--- src/zdat_pkg.sv ---
`timescale 1ns / 1ps
// Shared types, constants and saturating helpers of the zoned disk access timer.
package zdat_pkg;

  localparam int DEF_MAX_TRACKS   = 65536;
  localparam int DEF_MAX_SURFACES = 16;

  localparam int TIME_W  = 63;
  localparam int ADDR_W  = 48;
  localparam int COUNT_W = 32;
  localparam int DIV_W   = 48;
  localparam int MUL_AW  = 48;
  localparam int MUL_BW  = 32;
  localparam int PROD_W  = MUL_AW + MUL_BW;
  localparam int BASE_W  = 49;
  localparam int SECT_W  = 13;
  localparam int SECI_W  = 12;
  localparam int CIDX_W  = 3;
  localparam int CDAT_W  = 40;

  localparam logic [TIME_W-1:0] TIME_MAX    = '1;
  localparam logic [DIV_W-1:0]  PS_HALF_MIN = 48'd30000000000000;
  localparam logic [DIV_W-1:0]  PS_MIN      = 48'd60000000000000;

  // configuration register indexes
  localparam logic [CIDX_W-1:0] REG_SURF  = 3'd0;
  localparam logic [CIDX_W-1:0] REG_TRK   = 3'd1;
  localparam logic [CIDX_W-1:0] REG_INNER = 3'd2;
  localparam logic [CIDX_W-1:0] REG_OUTER = 3'd3;
  localparam logic [CIDX_W-1:0] REG_RPM   = 3'd4;
  localparam logic [CIDX_W-1:0] REG_BYTES = 3'd5;
  localparam logic [CIDX_W-1:0] REG_FIX   = 3'd6;
  localparam logic [CIDX_W-1:0] REG_STEP  = 3'd7;

  // divider operand selects
  localparam logic [2:0] DV_CNT  = 3'd0;
  localparam logic [2:0] DV_BLK  = 3'd1;
  localparam logic [2:0] DV_DIFF = 3'd2;
  localparam logic [2:0] DV_OFF  = 3'd3;
  localparam logic [2:0] DV_HALF = 3'd4;
  localparam logic [2:0] DV_SECT = 3'd5;

  // multiplier operand selects
  localparam logic MS_SEEK = 1'b0;
  localparam logic MS_XFER = 1'b1;

  typedef struct packed {
    logic              op;
    logic [TIME_W-1:0] start_time;
    logic [ADDR_W-1:0] byte_address;
    logic [31:0]       byte_count;
  } zdat_in_t;

  typedef struct packed {
    logic [TIME_W-1:0] finish_time;
    logic              address_ok;
    logic              past_end;
    logic [15:0]       first_track;
    logic [3:0]        first_surface;
    logic [11:0]       first_sector;
  } zdat_out_t;

  typedef struct packed {
    logic [4:0]  surface_count;
    logic [16:0] track_count;
    logic [11:0] inner_track_sectors;
    logic [12:0] outer_track_sectors;
    logic [15:0] spin_rpm;
    logic [16:0] block_bytes;
    logic [39:0] seek_fixed_ps;
    logic [39:0] seek_step_ps;
  } zdat_cfg_t;

  typedef struct packed {
    logic       load;
    logic       div_go;
    logic       div_take;
    logic [2:0] div_sel;
    logic       mul_go;
    logic       mul_take;
    logic       mul_sel;
    logic       walk_adv;
    logic       set_bad;
    logic       clr_total;
    logic       add_fix;
    logic       hop_fix;
    logic       add_half;
    logic       next_trk;
    logic       set_past;
    logic       finish;
  } zdat_cmd_t;

  typedef struct packed {
    logic div_done;
    logic mul_done;
    logic found;
    logic last_trk;
    logic head_same;
    logic xfer_end;
    logic out_free;
  } zdat_sts_t;

  function automatic logic [TIME_W-1:0] sat_add(input logic [TIME_W-1:0] a,
                                                input logic [TIME_W-1:0] b);
    logic [TIME_W:0] s;
    s = {1'b0, a} + {1'b0, b};
    return s[TIME_W] ? TIME_MAX : s[TIME_W-1:0];
  endfunction

  function automatic logic [TIME_W-1:0] sat_prod(input logic [PROD_W-1:0] p);
    return (|p[PROD_W-1:TIME_W]) ? TIME_MAX : p[TIME_W-1:0];
  endfunction

endpackage

--- src/zdat_cfg.sv ---
`timescale 1ns / 1ps
// Configuration register file of the zoned disk access timer.
module zdat_cfg (
  input  logic                         clk,
  input  logic                         rst_n,
  input  logic                         cfg_valid,
  output logic                         cfg_ready,
  input  logic [zdat_pkg::CIDX_W-1:0]  cfg_index,
  input  logic [zdat_pkg::CDAT_W-1:0]  cfg_data,
  output zdat_pkg::zdat_cfg_t          cfg
);

  import zdat_pkg::*;

  zdat_cfg_t cfg_r;

  assign cfg_ready = 1'b1;

  always_ff @(posedge clk) begin
    if (!rst_n) begin
      cfg_r.surface_count       <= 5'd4;
      cfg_r.track_count         <= 17'd1024;
      cfg_r.inner_track_sectors <= 12'd256;
      cfg_r.outer_track_sectors <= 13'd512;
      cfg_r.spin_rpm            <= 16'd7200;
      cfg_r.block_bytes         <= 17'd512;
      cfg_r.seek_fixed_ps       <= 40'd1000000000;
      cfg_r.seek_step_ps        <= 40'd10000000;
    end else if (cfg_valid) begin
      unique case (cfg_index)
        REG_SURF:  cfg_r.surface_count       <= cfg_data[4:0];
        REG_TRK:   cfg_r.track_count         <= cfg_data[16:0];
        REG_INNER: cfg_r.inner_track_sectors <= cfg_data[11:0];
        REG_OUTER: cfg_r.outer_track_sectors <= cfg_data[12:0];
        REG_RPM:   cfg_r.spin_rpm            <= cfg_data[15:0];
        REG_BYTES: cfg_r.block_bytes         <= cfg_data[16:0];
        REG_FIX:   cfg_r.seek_fixed_ps       <= cfg_data[39:0];
        REG_STEP:  cfg_r.seek_step_ps        <= cfg_data[39:0];
        default: ;
      endcase
    end
  end

  assign cfg = cfg_r;

endmodule

--- config.mk ---
export PLATFORM = sky130hd
export DESIGN_NAME = zdat_cfg
export DESIGN_NICKNAME = d
export VERILOG_FILES = /design/src/zdat_pkg.sv /design/src/zdat_cfg.sv
export SDC_FILE = /design/constraint.sdc
export NUM_CORES = 1
export LEC_CHECK = 0
export ABC_CLOCK_PERIOD_IN_PS = 1550
export BUFFER_PORTS_ARGS = -buffer_cell sky130_fd_sc_hd__buf_2
export CAP_MARGIN = 40
export CORE_ASPECT_RATIO = 1.25
export CORE_MARGIN = 1.5
export CORE_UTILIZATION = 50
export CTS_BUF_LIST = sky130_fd_sc_hd__clkbuf_16
export CTS_CLUSTER_DIAMETER = 100
export DETAILED_ROUTE_END_ITERATION = 6
export HOLD_SLACK_MARGIN = 0.15
export PLACE_DENSITY = 0.88
export SYNTH_ARGS = -nofsm -noshare
export SYNTH_HDL_FRONTEND = slang
export SYNTH_SLANG_ARGS = --single-unit
export TNS_END_PERCENT = 100
--- constraint.sdc ---
create_clock -name clk -period 1.55 [get_ports clk]
set_input_delay 0.155 -clock clk [delete_from_list [all_inputs] [get_ports clk]]
set_output_delay 0.155 -clock clk [all_outputs]
set_load 0.005 [all_outputs]
==> results of run 1 <==
[metrics by stage]
stage | area [um2] | power, mW | utilization, % | cells | setup WS, ns
global placement | 7328 | 4.921 | 62.49 | 933 | 0.3438
detailed placement | 7328 | 4.935 | 62.49 | 933 | 0.3058
finish | 8258 | 8.802 | 70.42 | 1003 | 0.1316
floorplan | 6093 | 4.672 | - | 594 | 0.3757
CTS | 8258 | 8.841 | 70.42 | 1003 | 0.1797
global route | 8258 | 9.093 | 70.42 | 1003 | 0.06614
[worst max-delay path: stages]
cell	delay [ns]
dlygate4sd3_1	0.57
buf_6	0.25
nand2_1	0.07
dlygate4sd3_1	0.57
mux2i_1	0.13
[metal layers]
metal / share of wire (%) / vias to the layer above
met3: 6.4 / 34
met1: 41 / 2317
met4: 2.8 / 0
met2: 50 / 186
met5: 0 / -
li1: - / 2417
[cell type report]
cell class	count	area [um2]	area share [%]
flip-flops and latches	160	3203	38.79
repair buffers	263	1650	19.98
clock buffers	17	425.4	5.152
well taps	161	201.4	2.439
clock inverters	15	123.9	1.500
multi-input cells	387	2654	32.14
[cells in the mapped netlist]
| cell type | number | share of area (%) |
|---|---|---|
| nand4_1 | 1 | 0.10 |
| nand4b_2 | 1 | 0.25 |
| mux2i_1 | 160 | 26 |
| clkbuf_1 | 19 | 1.2 |
| nand4bb_1 | 1 | 0.18 |
| and4b_1 | 2 | 0.33 |
| nand4b_1 | 2 | 0.29 |
| conb_1 | 1 | 0.062 |
| dfxtp_1 | 160 | 53 |
| or4b_4 | 1 | 0.23 |
| nand2_1 | 167 | 10 |
| buf_1 | 3 | 0.18 |
| nor2b_1 | 49 | 5.0 |
| buf_4 | 9 | 1.1 |
| buf_6 | 2 | 0.37 |
| and4bb_2 | 2 | 0.41 |
| buf_2 | 14 | 1.1 |
[power groups by stage]
stage	clock [mW]	sequential, mW	combinational [mW]
2_1_floorplan	0	4.35	0.325
3_3_place_gp	0	4.34	0.585
3_5_place_dp	0	4.34	0.596
4_1_cts	3.92	4.25	0.673
5_1_grt	4.10	4.26	0.733
6_report	3.87	4.25	0.679
[worst min path at each step]
| stage | from | endpoint | slack [ns] | cells after the start |
|---|---|---|---|---|
| 3_3_place_gp | cfg_data[24] | cfg[24]$_SDFFE_PN0P_ | 0.41 | 3 |
| 6_report | cfg_data[6] | cfg[119]$_SDFFE_PN0P_ | 0.19 | 3 |
| 4_1_cts | cfg_data[6] | cfg[119]$_SDFFE_PN0P_ | 0.19 | 3 |
| 5_1_grt | cfg_data[6] | cfg[119]$_SDFFE_PN0P_ | 0.23 | 3 |
| 2_1_floorplan | cfg_data[17] | cfg[17]$_SDFFE_PN0P_ | 0.29 | 2 |
| 3_5_place_dp | cfg_data[17] | cfg[17]$_SDFFE_PN0P_ | 0.42 | 3 |
[cells by family (layout without fill, tap and decap cells)]
family | after synthesis | in the layout | share of synthesized area [%]
simple gates | 226 | 226 | 17.10
mux | 160 | 160 | 26.28
other cells | 1 | 1 | 0.06154
buf+inv | 47 | 295 | 3.984
flops | 160 | 160 | 52.57
[repair_timing]
action / CTS / global route
hold buffers: 38 / 0
setup endpoints to repair: 0 / 0
endpoints found under the hold margin: 96 / 0
==> results by group, run 1 <==
Critical path
  – Arrival @ worst endpoint: around 1.8 ns
  – Reg2reg start: cfg[9]$_SDFFE_PN1P_
  – Crit path kind: primary input to flip-flop
  – R2r setup slk: just under 0.9 ns
  – Worst R2R End: cfg[9]$_SDFFE_PN1P_
  – Worst-path fanout max: 28
  – CP Launch Point: rst_n
  – Worst R2R Path Depth: 2
  – Worst setup endpoint: cfg[58]$_SDFFE_PN0P_
  – Worst setup EP type: flip-flop
  – Worst Setup Start Kind: primary input
  – Worst Path Required: 1.89 ns

Place
  – HPWL Detailed: 10550 um
  – Port bufs: 205
  – Gpl congestion: 0.8226

Synthesis
  – Seq cells post-synth: 160
  – Avg Cell Area, Syn: 10.26 um2
  – Post-synth cell types: 17
  – Mapped Area: 6093 um2
  – Seq/Total Area, Yosys: between 50% and 60%
  – Mapped Nets: 640
  – Synth warnings: 0
  – Post-Synthesis Cells: 594

STA
  – Clk_skew: 0 ns
  – Setup TNS: 0 ns
  – Max-slew violation count: 0
  – WHS: 0.1936 ns
  – FMAX: between 700 and 800 MHz
  – RSZ-0062 raised after global routing: false
  – Final worst path period share: 91.51%
  – Final Hold Vio Count: 0
  – Final Critical Period: ~1.4 ns
  – Setup Viol. Count Final: 0

Detailed routing
  – Pre-antenna DRT Iters: 4
  – Antenna Nets Post-Route: 0
  – DR vias: 4954
  – WL final: 15920 um
  – DR WL/cell: 15.87 um
  – Via/cell ratio: 4.939
  – Residual DRC count: 0
  – Initial drt markers: between 150 and 200

Floorplanning
  – # IOs: 207
  – Die area: approximately 13000 um2
  – Row count: 44
  – Die Span X: 101.7 um
  – Die height: between 100 and 150 um
  – Initial Utilization: 51.96%
  – Core Box Area: around 12000 um2

Pwr
  – Comb power frac: 7.7%
  – Internal cell power: 6.732 mW
  – Psw: 2.070 mW
  – PwrDens: 1066 nW/um2
  – Flop pwr share: 48.3%
  – Switching Fraction: 23.52%
  – LEAKAGE: ~4.2 nW
  – Maximum VDD drop: 0.7635 mV
  – Clock share of power: 44.0%

Layout
  – Max reg flops: 160
  – Layout area overhead: 35.52%
  – Most common cell after layout, fill and taps aside: buf_2
  – Share of cells above drive strength 1: 30.76%
  – Most frequent cells in the layout: buf_2, nand2_1, mux2i_1, dfxtp_1, nor2b_1
  – Layout fillers: 876
  – # nets final: 875
  – Antenna cell count: 0

CTS
  – Htree depth: 4
  – Post-CTS sizing: 0
  – CTS max path bufs: 2
  – TritonCTS Buffers: 17
  – CTS root buffer: clkbuf_16
  – CTS tree: built
  – Post-CTS Setup Inserts: 0
  – Clock sinks: 160
  – Clk slew on worst S/H paths: 0.06 ns
  – Clk_lat worst skew: around 0.4 ns

Global route
  – Total track usage: 24.58%
  – GR Layer Usage met3: between 6 and 7%
  – Global Route met2 Usage: 43.22%
  – Largest net degree at the start of global routing: 40
  – Gr busiest metal: met2
  – GRT overflow: 0
  – First-pass GRT wire length: 24530 um
  – Vias in the first global route: 4940
  – Initial antenna violation count: 0
  – Met1 Use GR: 27.70%

Run status
  – Status: finished, final reports clean

Hold path
  – Hold Path Class: primary input to flip-flop

Run
  – Max-Cap Viols: 0
No activity file was read; power rests on OpenSTA's default activity.
==> run 2: changes to the inputs <==
==> constraint.sdc (replaced) <==
create_clock -name clk -period 1.55 [get_ports clk]
set_input_delay 0.31 -clock clk [delete_from_list [all_inputs] [get_ports clk]]
set_output_delay 0.31 -clock clk [all_outputs]
set_load 0.005 [all_outputs]
==> results by group, run 2 (synthesized netlist as in run 1, its figures left out) <==
Global route
  – GRT overflow: 0
  – Total track usage: 23.13%
  – Initial antenna violation count: 0
  – Vias in the first global route: 4768
  – First-pass GRT wire length: 23090 um
  – Largest net degree at the start of global routing: 41

Run
  – Max-Cap Viols: 0

Detailed routing
  – Residual DRC count: 0
  – Metal2 WL: roughly 7300 um
  – Via/cell ratio: around 5
  – WL final: 14830 um
  – Pre-antenna DRT Iters: 4
  – Initial drt markers: 150
  – Antenna Nets Post-Route: 0
  – DR vias: between 4000 and 5000
  – WL met3: a little under 1000 um
  – DRT met1 WL: approximately 6000 um
  – DR WL/cell: 15.31 um
  – Top sig layer: met4

STA
  – Final Hold Vio Count: 0
  – RSZ-0062 raised after global routing: false
  – Setup TNS: 0 ns
  – Clk_skew: 0 ns
  – Final WS setup: 0.3527 ns
  – Final worst path period share: between 70% and 80%
  – FMAX: approximately 840 MHz
  – WHS: 0.1692 ns
  – Setup Viol. Count Final: 0
  – Final Critical Period: 1.197 ns
  – Max-slew violation count: 0

Critical path
  – R2r setup slk: roughly 0.91 ns
  – Arrival @ worst endpoint: 0.89 ns
  – CP Cell Sequence: buf_2
  – Worst Path Required: 1.24 ns
  – Crit path kind: flip-flop to primary output
  – Reg2reg start: cfg[156]$_SDFFE_PN0P_
  – Crit path max-delay family: flip-flops
  – Slowest CP cell: dfxtp_1
  – Worst setup EP type: primary output
  – Worst R2R End: cfg[156]$_SDFFE_PN0P_
  – Max incr delay on CP: 0.36 ns
  – Worst Setup Start Kind: flip-flop
  – Worst path bufs/invs: 1
  – Worst R2R Path Depth: 2
  – Worst-path fanout max: 2

CTS
  – CTS tree: built
  – CTS max path bufs: 2
  – Htree depth: 4
  – Post-CTS sizing: 0
  – CTS Hold Bufs: 2
  – TritonCTS Buffers: 17
  – Clk slew on worst S/H paths: around 0.060 ns
  – Clk_lat worst skew: around 0.40 ns
  – Clock sinks: 160
  – Post-CTS Setup Inserts: 0
  – CTS root buffer: clkbuf_16

Layout
  – Layout fillers: 959
  – # nets final: 844
  – Final core occ: 67.35%
  – Max reg flops: 160
  – Post-route cell area: ~8000 um2
  – Most frequent cells in the layout: buf_2, nand2_1, mux2i_1, dfxtp_1, nor2b_1
  – Antenna cell count: 0
  – Most common cell after layout, fill and taps aside: buf_2
  – Layout area overhead: 29.61%
  – Share of cells above drive strength 1: 32.43%
  – Non-Filler Instances: 969

Pwr
  – PwrDens: 1087 nW/um2
  – LEAKAGE: about 4.1 nW
  – Maximum VDD drop: around 0.67 mV
  – Design Power: 8.586 mW

Place
  – Cells after DPL: 938
  – Placement Cell Area: around 7400 um2
  – Pre-CTS setup slack: 0.1862 ns
  – HPWL Detailed: between 10000 and 15000 um
  – Port bufs: 205
  – Gpl congestion: 0.8247

Floorplanning
  – Core Box Area: approximately 12000 um2
  – Row count: 44
  – Die Span X: 101.7 um
  – Die height: 126.4 um
  – # IOs: 207
  – Initial Utilization: 51.96%
  – Die area: ~13000 um2

Hold path
  – Worst Hold End: cfg[17]$_SDFFE_PN0P_
  – Hold-critical path depth: 3
  – Hold Startpoint: cfg_data[17]
  – Hold Path Class: primary input to flip-flop

Run status
  – Status: finished, final reports clean
-- run 2: cell types whose count changed in the layout (fill, tap and decap cells not counted) --
cell / previous run / this run
inv_6: 2 / 1
buf_4: 13 / 19
buf_12: 7 / 6
inv_1: 3 / 1
clkinv_2: 1 / 3
clkinvlp_4: 4 / 1
dlygate4sd3_1: 38 / 2
clkinv_1: 1 / 2
-- run 2: worst max path at each step --
| stage | startpoint | depth (start not counted) | endpoint |
|---|---|---|---|
| 2_1_floorplan | cfg_index[1] | 5 | cfg[103]$_SDFFE_PN0P_ |
| 3_3_place_gp | cfg_index[0] | 3 | cfg[158]$_SDFFE_PN0P_ |
| 3_5_place_dp | cfg_index[0] | 3 | cfg[156]$_SDFFE_PN0P_ |
| 4_1_cts | cfg[97]$_SDFFE_PN0P_ | 1 | cfg[97] |
| 5_1_grt | cfg[95]$_SDFFE_PN0P_ | 1 | cfg[95] |
| 6_report | cfg[156]$_SDFFE_PN0P_ | 1 | cfg[156] |
-- run 2: report_power, final --
part	internal (mW)	leakage (nW)	switching, mW
Combinational	0.275	2.51	0.328
Sequential	4.20	1.30	0.0452
Clock	2.16	0.261	1.57
Total	6.64	4.07	1.94
-- run 2: per-layer routing --
metal  vias to the layer above  GRT usage, %
li1                       2366             -
met1                      2267         25.69
met2                       164         40.12
met3                        32         6.612
met4                         0         10.95
met5                         -             0
-- run 2: cell type report --
cell class	count	area, um2	share of cell area, %
multi-input cells	387	2654	33.60
flip-flops and latches	160	3203	40.56
clock inverters	12	98.84	1.252
clock buffers	17	425.4	5.387
repair buffers	232	1315	16.65
well taps	161	201.4	2.551
==> run 3: changes to the inputs <==
--- a/config.mk
+++ b/config.mk
@@ -5,17 +5,17 @@
 export SDC_FILE = /design/constraint.sdc
 export NUM_CORES = 1
 export LEC_CHECK = 0
-export ABC_CLOCK_PERIOD_IN_PS = 1550
+export ABC_CLOCK_PERIOD_IN_PS = 1100
 export BUFFER_PORTS_ARGS = -buffer_cell sky130_fd_sc_hd__buf_2
 export CAP_MARGIN = 40
 export CORE_ASPECT_RATIO = 1.25
 export CORE_MARGIN = 1.5
-export CORE_UTILIZATION = 50
+export CORE_UTILIZATION = 45
 export CTS_BUF_LIST = sky130_fd_sc_hd__clkbuf_16
 export CTS_CLUSTER_DIAMETER = 100
 export DETAILED_ROUTE_END_ITERATION = 6
 export HOLD_SLACK_MARGIN = 0.15
-export PLACE_DENSITY = 0.88
+export PLACE_DENSITY = 0.84
 export SYNTH_ARGS = -nofsm -noshare
 export SYNTH_HDL_FRONTEND = slang
 export SYNTH_SLANG_ARGS = --single-unit
==> constraint.sdc (replaced) <==
create_clock -name clk -period 1.1 [get_ports clk]
set_input_delay 0.22 -clock clk [delete_from_list [all_inputs] [get_ports clk]]
set_output_delay 0.22 -clock clk [all_outputs]
set_load 0.005 [all_outputs]
==> results by group, run 3 (synthesized netlist as in run 1, its figures left out) <==
Run status
  – Status: finished, final reports clean

Floorplanning
  – Row count: 47
  – Initial Utilization: 46.05%
  – # IOs: 207
  – Die Span X: 107.1 um
  – Core Box Area: 13230 um2
  – Die height: 133.1 um
  – Die area: 14250 um2

Pwr
  – Maximum VDD drop: 0.8825 mV
  – Design Power: 12.51 mW
  – PwrDens: 1421 nW/um2
  – LEAKAGE: approximately 4.4 nW

STA
  – Final worst path period share: slightly below 100%
  – FMAX: between 900 and 1000 MHz
  – Setup Viol. Count Final: 0
  – Max-slew violation count: 0
  – Final Hold Vio Count: 0
  – Clk_skew: 0 ns
  – RSZ-0062 raised after global routing: true
  – Final WS setup: 0.009673 ns
  – Setup TNS: 0 ns
  – Final Critical Period: 1.090 ns

Place
  – Gpl congestion: around 0.79
  – Port bufs: ~210
  – HPWL Detailed: 10690 um
  – Pre-CTS setup slack: -0.1803 ns
  – Placement Cell Area: 7481 um2

Global route
  – Initial antenna violation count: 0
  – GRT overflow: 0
  – Total track usage: 21.50%
  – First-pass GRT wire length: 24170 um
  – Vias in the first global route: 4853
  – Largest net degree at the start of global routing: 49

Critical path
  – Stages on worst setup path: 1
  – Worst Path Required: 0.88 ns
  – Slowest CP cell: dfxtp_2
  – Worst Setup Start Kind: flip-flop
  – CP Cell Sequence: buf_6
  – Max incr delay on CP: ~0.35 ns
  – Crit path kind: flip-flop to primary output
  – Arrival @ worst endpoint: 0.87 ns
  – Worst-path fanout max: 2
  – Crit path max-delay family: flip-flops
  – Worst setup EP type: primary output
  – Worst path bufs/invs: 1
  – Reg2reg start: cfg[119]$_SDFFE_PN0P_
  – Worst R2R Path Depth: 3
  – Worst R2R End: cfg[119]$_SDFFE_PN0P_
  – R2r setup slk: 0.39 ns

Run
  – Max-Cap Viols: 0

Hold path
  – Hold Startpoint: cfg_data[13]
  – Hold Path Class: primary input to flip-flop
  – Worst Hold End: cfg[53]$_SDFFE_PN0P_
  – Hold-critical path depth: 3

Layout
  – Layout area overhead: 44.50%
  – Share of cells above drive strength 1: 49.71%
  – Post-route cell area: between 8000 and 9000 um2
  – # nets final: 890
  – Max reg flops: between 150 and 200
  – Final core occ: 66.54%
  – Antenna cell count: 0
  – Most frequent cells in the layout: buf_2, nand2_1, mux2i_1, dfxtp_2, nor2b_1
  – Most common cell after layout, fill and taps aside: buf_2

Detailed routing
  – Residual DRC count: 0
  – Via/cell ratio: 4.890
  – Initial drt markers: around 220
  – Pre-antenna DRT Iters: 4
  – DR WL/cell: 15.86 um
  – DR vias: around 5000
  – Antenna Nets Post-Route: 0
  – WL final: roughly 16000 um

CTS
  – CTS max path bufs: 2
  – Clock sinks: 160
  – CTS tree: built
  – Htree depth: 4
  – CTS root buffer: clkbuf_16
  – Clk_lat worst skew: 0.41 ns
  – TritonCTS Buffers: 17
  – Clk slew on worst S/H paths: 0.07 ns
run 3: cell types whose count changed in the layout (fill, tap and decap cells not counted), sizes merged:
cell | before | now
buf | 230 | 245
bufinv | 1 | 0
clkinvlp | 1 | 2
clkinv | 8 | 4
inv | 2 | 9
dlygate4sd3 | 2 | 33
run 3: cell type report:
cell class | count | area, um2
well taps | 171 | 214.0
multi-input cells | 387 | 2649
clock inverters | 15 | 123.9
fillers | 1003 | 4427
clock buffers | 17 | 425.4
repair buffers | 278 | 2007
flip-flops and latches | 160 | 3386
run 3: metal layers:
| metal | vias to the layer above | GRT usage (%) | wire [um] |
|---|---|---|---|
| met5 | - | 0 | 0 |
| met4 | 0 | 7.407 | 282 |
| met3 | 18 | 6.507 | 1038 |
| met2 | 153 | 36.84 | 8178 |
| met1 | 2403 | 25.31 | 6806 |
| li1 | 2453 | - | - |
run 3: what timing repair did:
item,in CTS,in global routing
hold buffers,33,0
endpoints found under the setup margin,47,137
endpoints found under the hold margin,66,0
gates resized for setup,50,128
setup buffers,0,9
run 3: worst max-delay path by stage:
stage / start / end
final: cfg[133]$_SDFFE_PN0P_ / cfg[133]
after global routing: cfg[137]$_SDFFE_PN0P_ / cfg[137]
after CTS: cfg[125]$_SDFFE_PN0P_ / cfg[125]
after detailed placement: cfg_index[1] / cfg[159]$_SDFFE_PN0P_
after global placement: cfg_index[1] / cfg[155]$_SDFFE_PN0P_
after floorplan: cfg_index[1] / cfg[155]$_SDFFE_PN0P_
run 3: report_power, final:
| group | internal (mW) | switching (mW) | total (mW) | leakage (nW) |
|---|---|---|---|---|
| clock | 2.96 | 2.52 | 5.48 | 0.268 |
| sequential | 5.94 | 0.0718 | 6.01 | 1.34 |
| combinational | 0.521 | 0.498 | 1.02 | 2.79 |
run 3: through the flow:
| step | hold slack (ns) | cells |
|---|---|---|
| after floorplan | 0.3588 | 594 |
| after global placement | 0.4386 | 954 |
| after detailed placement | 0.4471 | 954 |
| after CTS | 0.1807 | 1019 |
| after global routing | 0.1836 | 1028 |
| final | 0.1988 | 1028 |
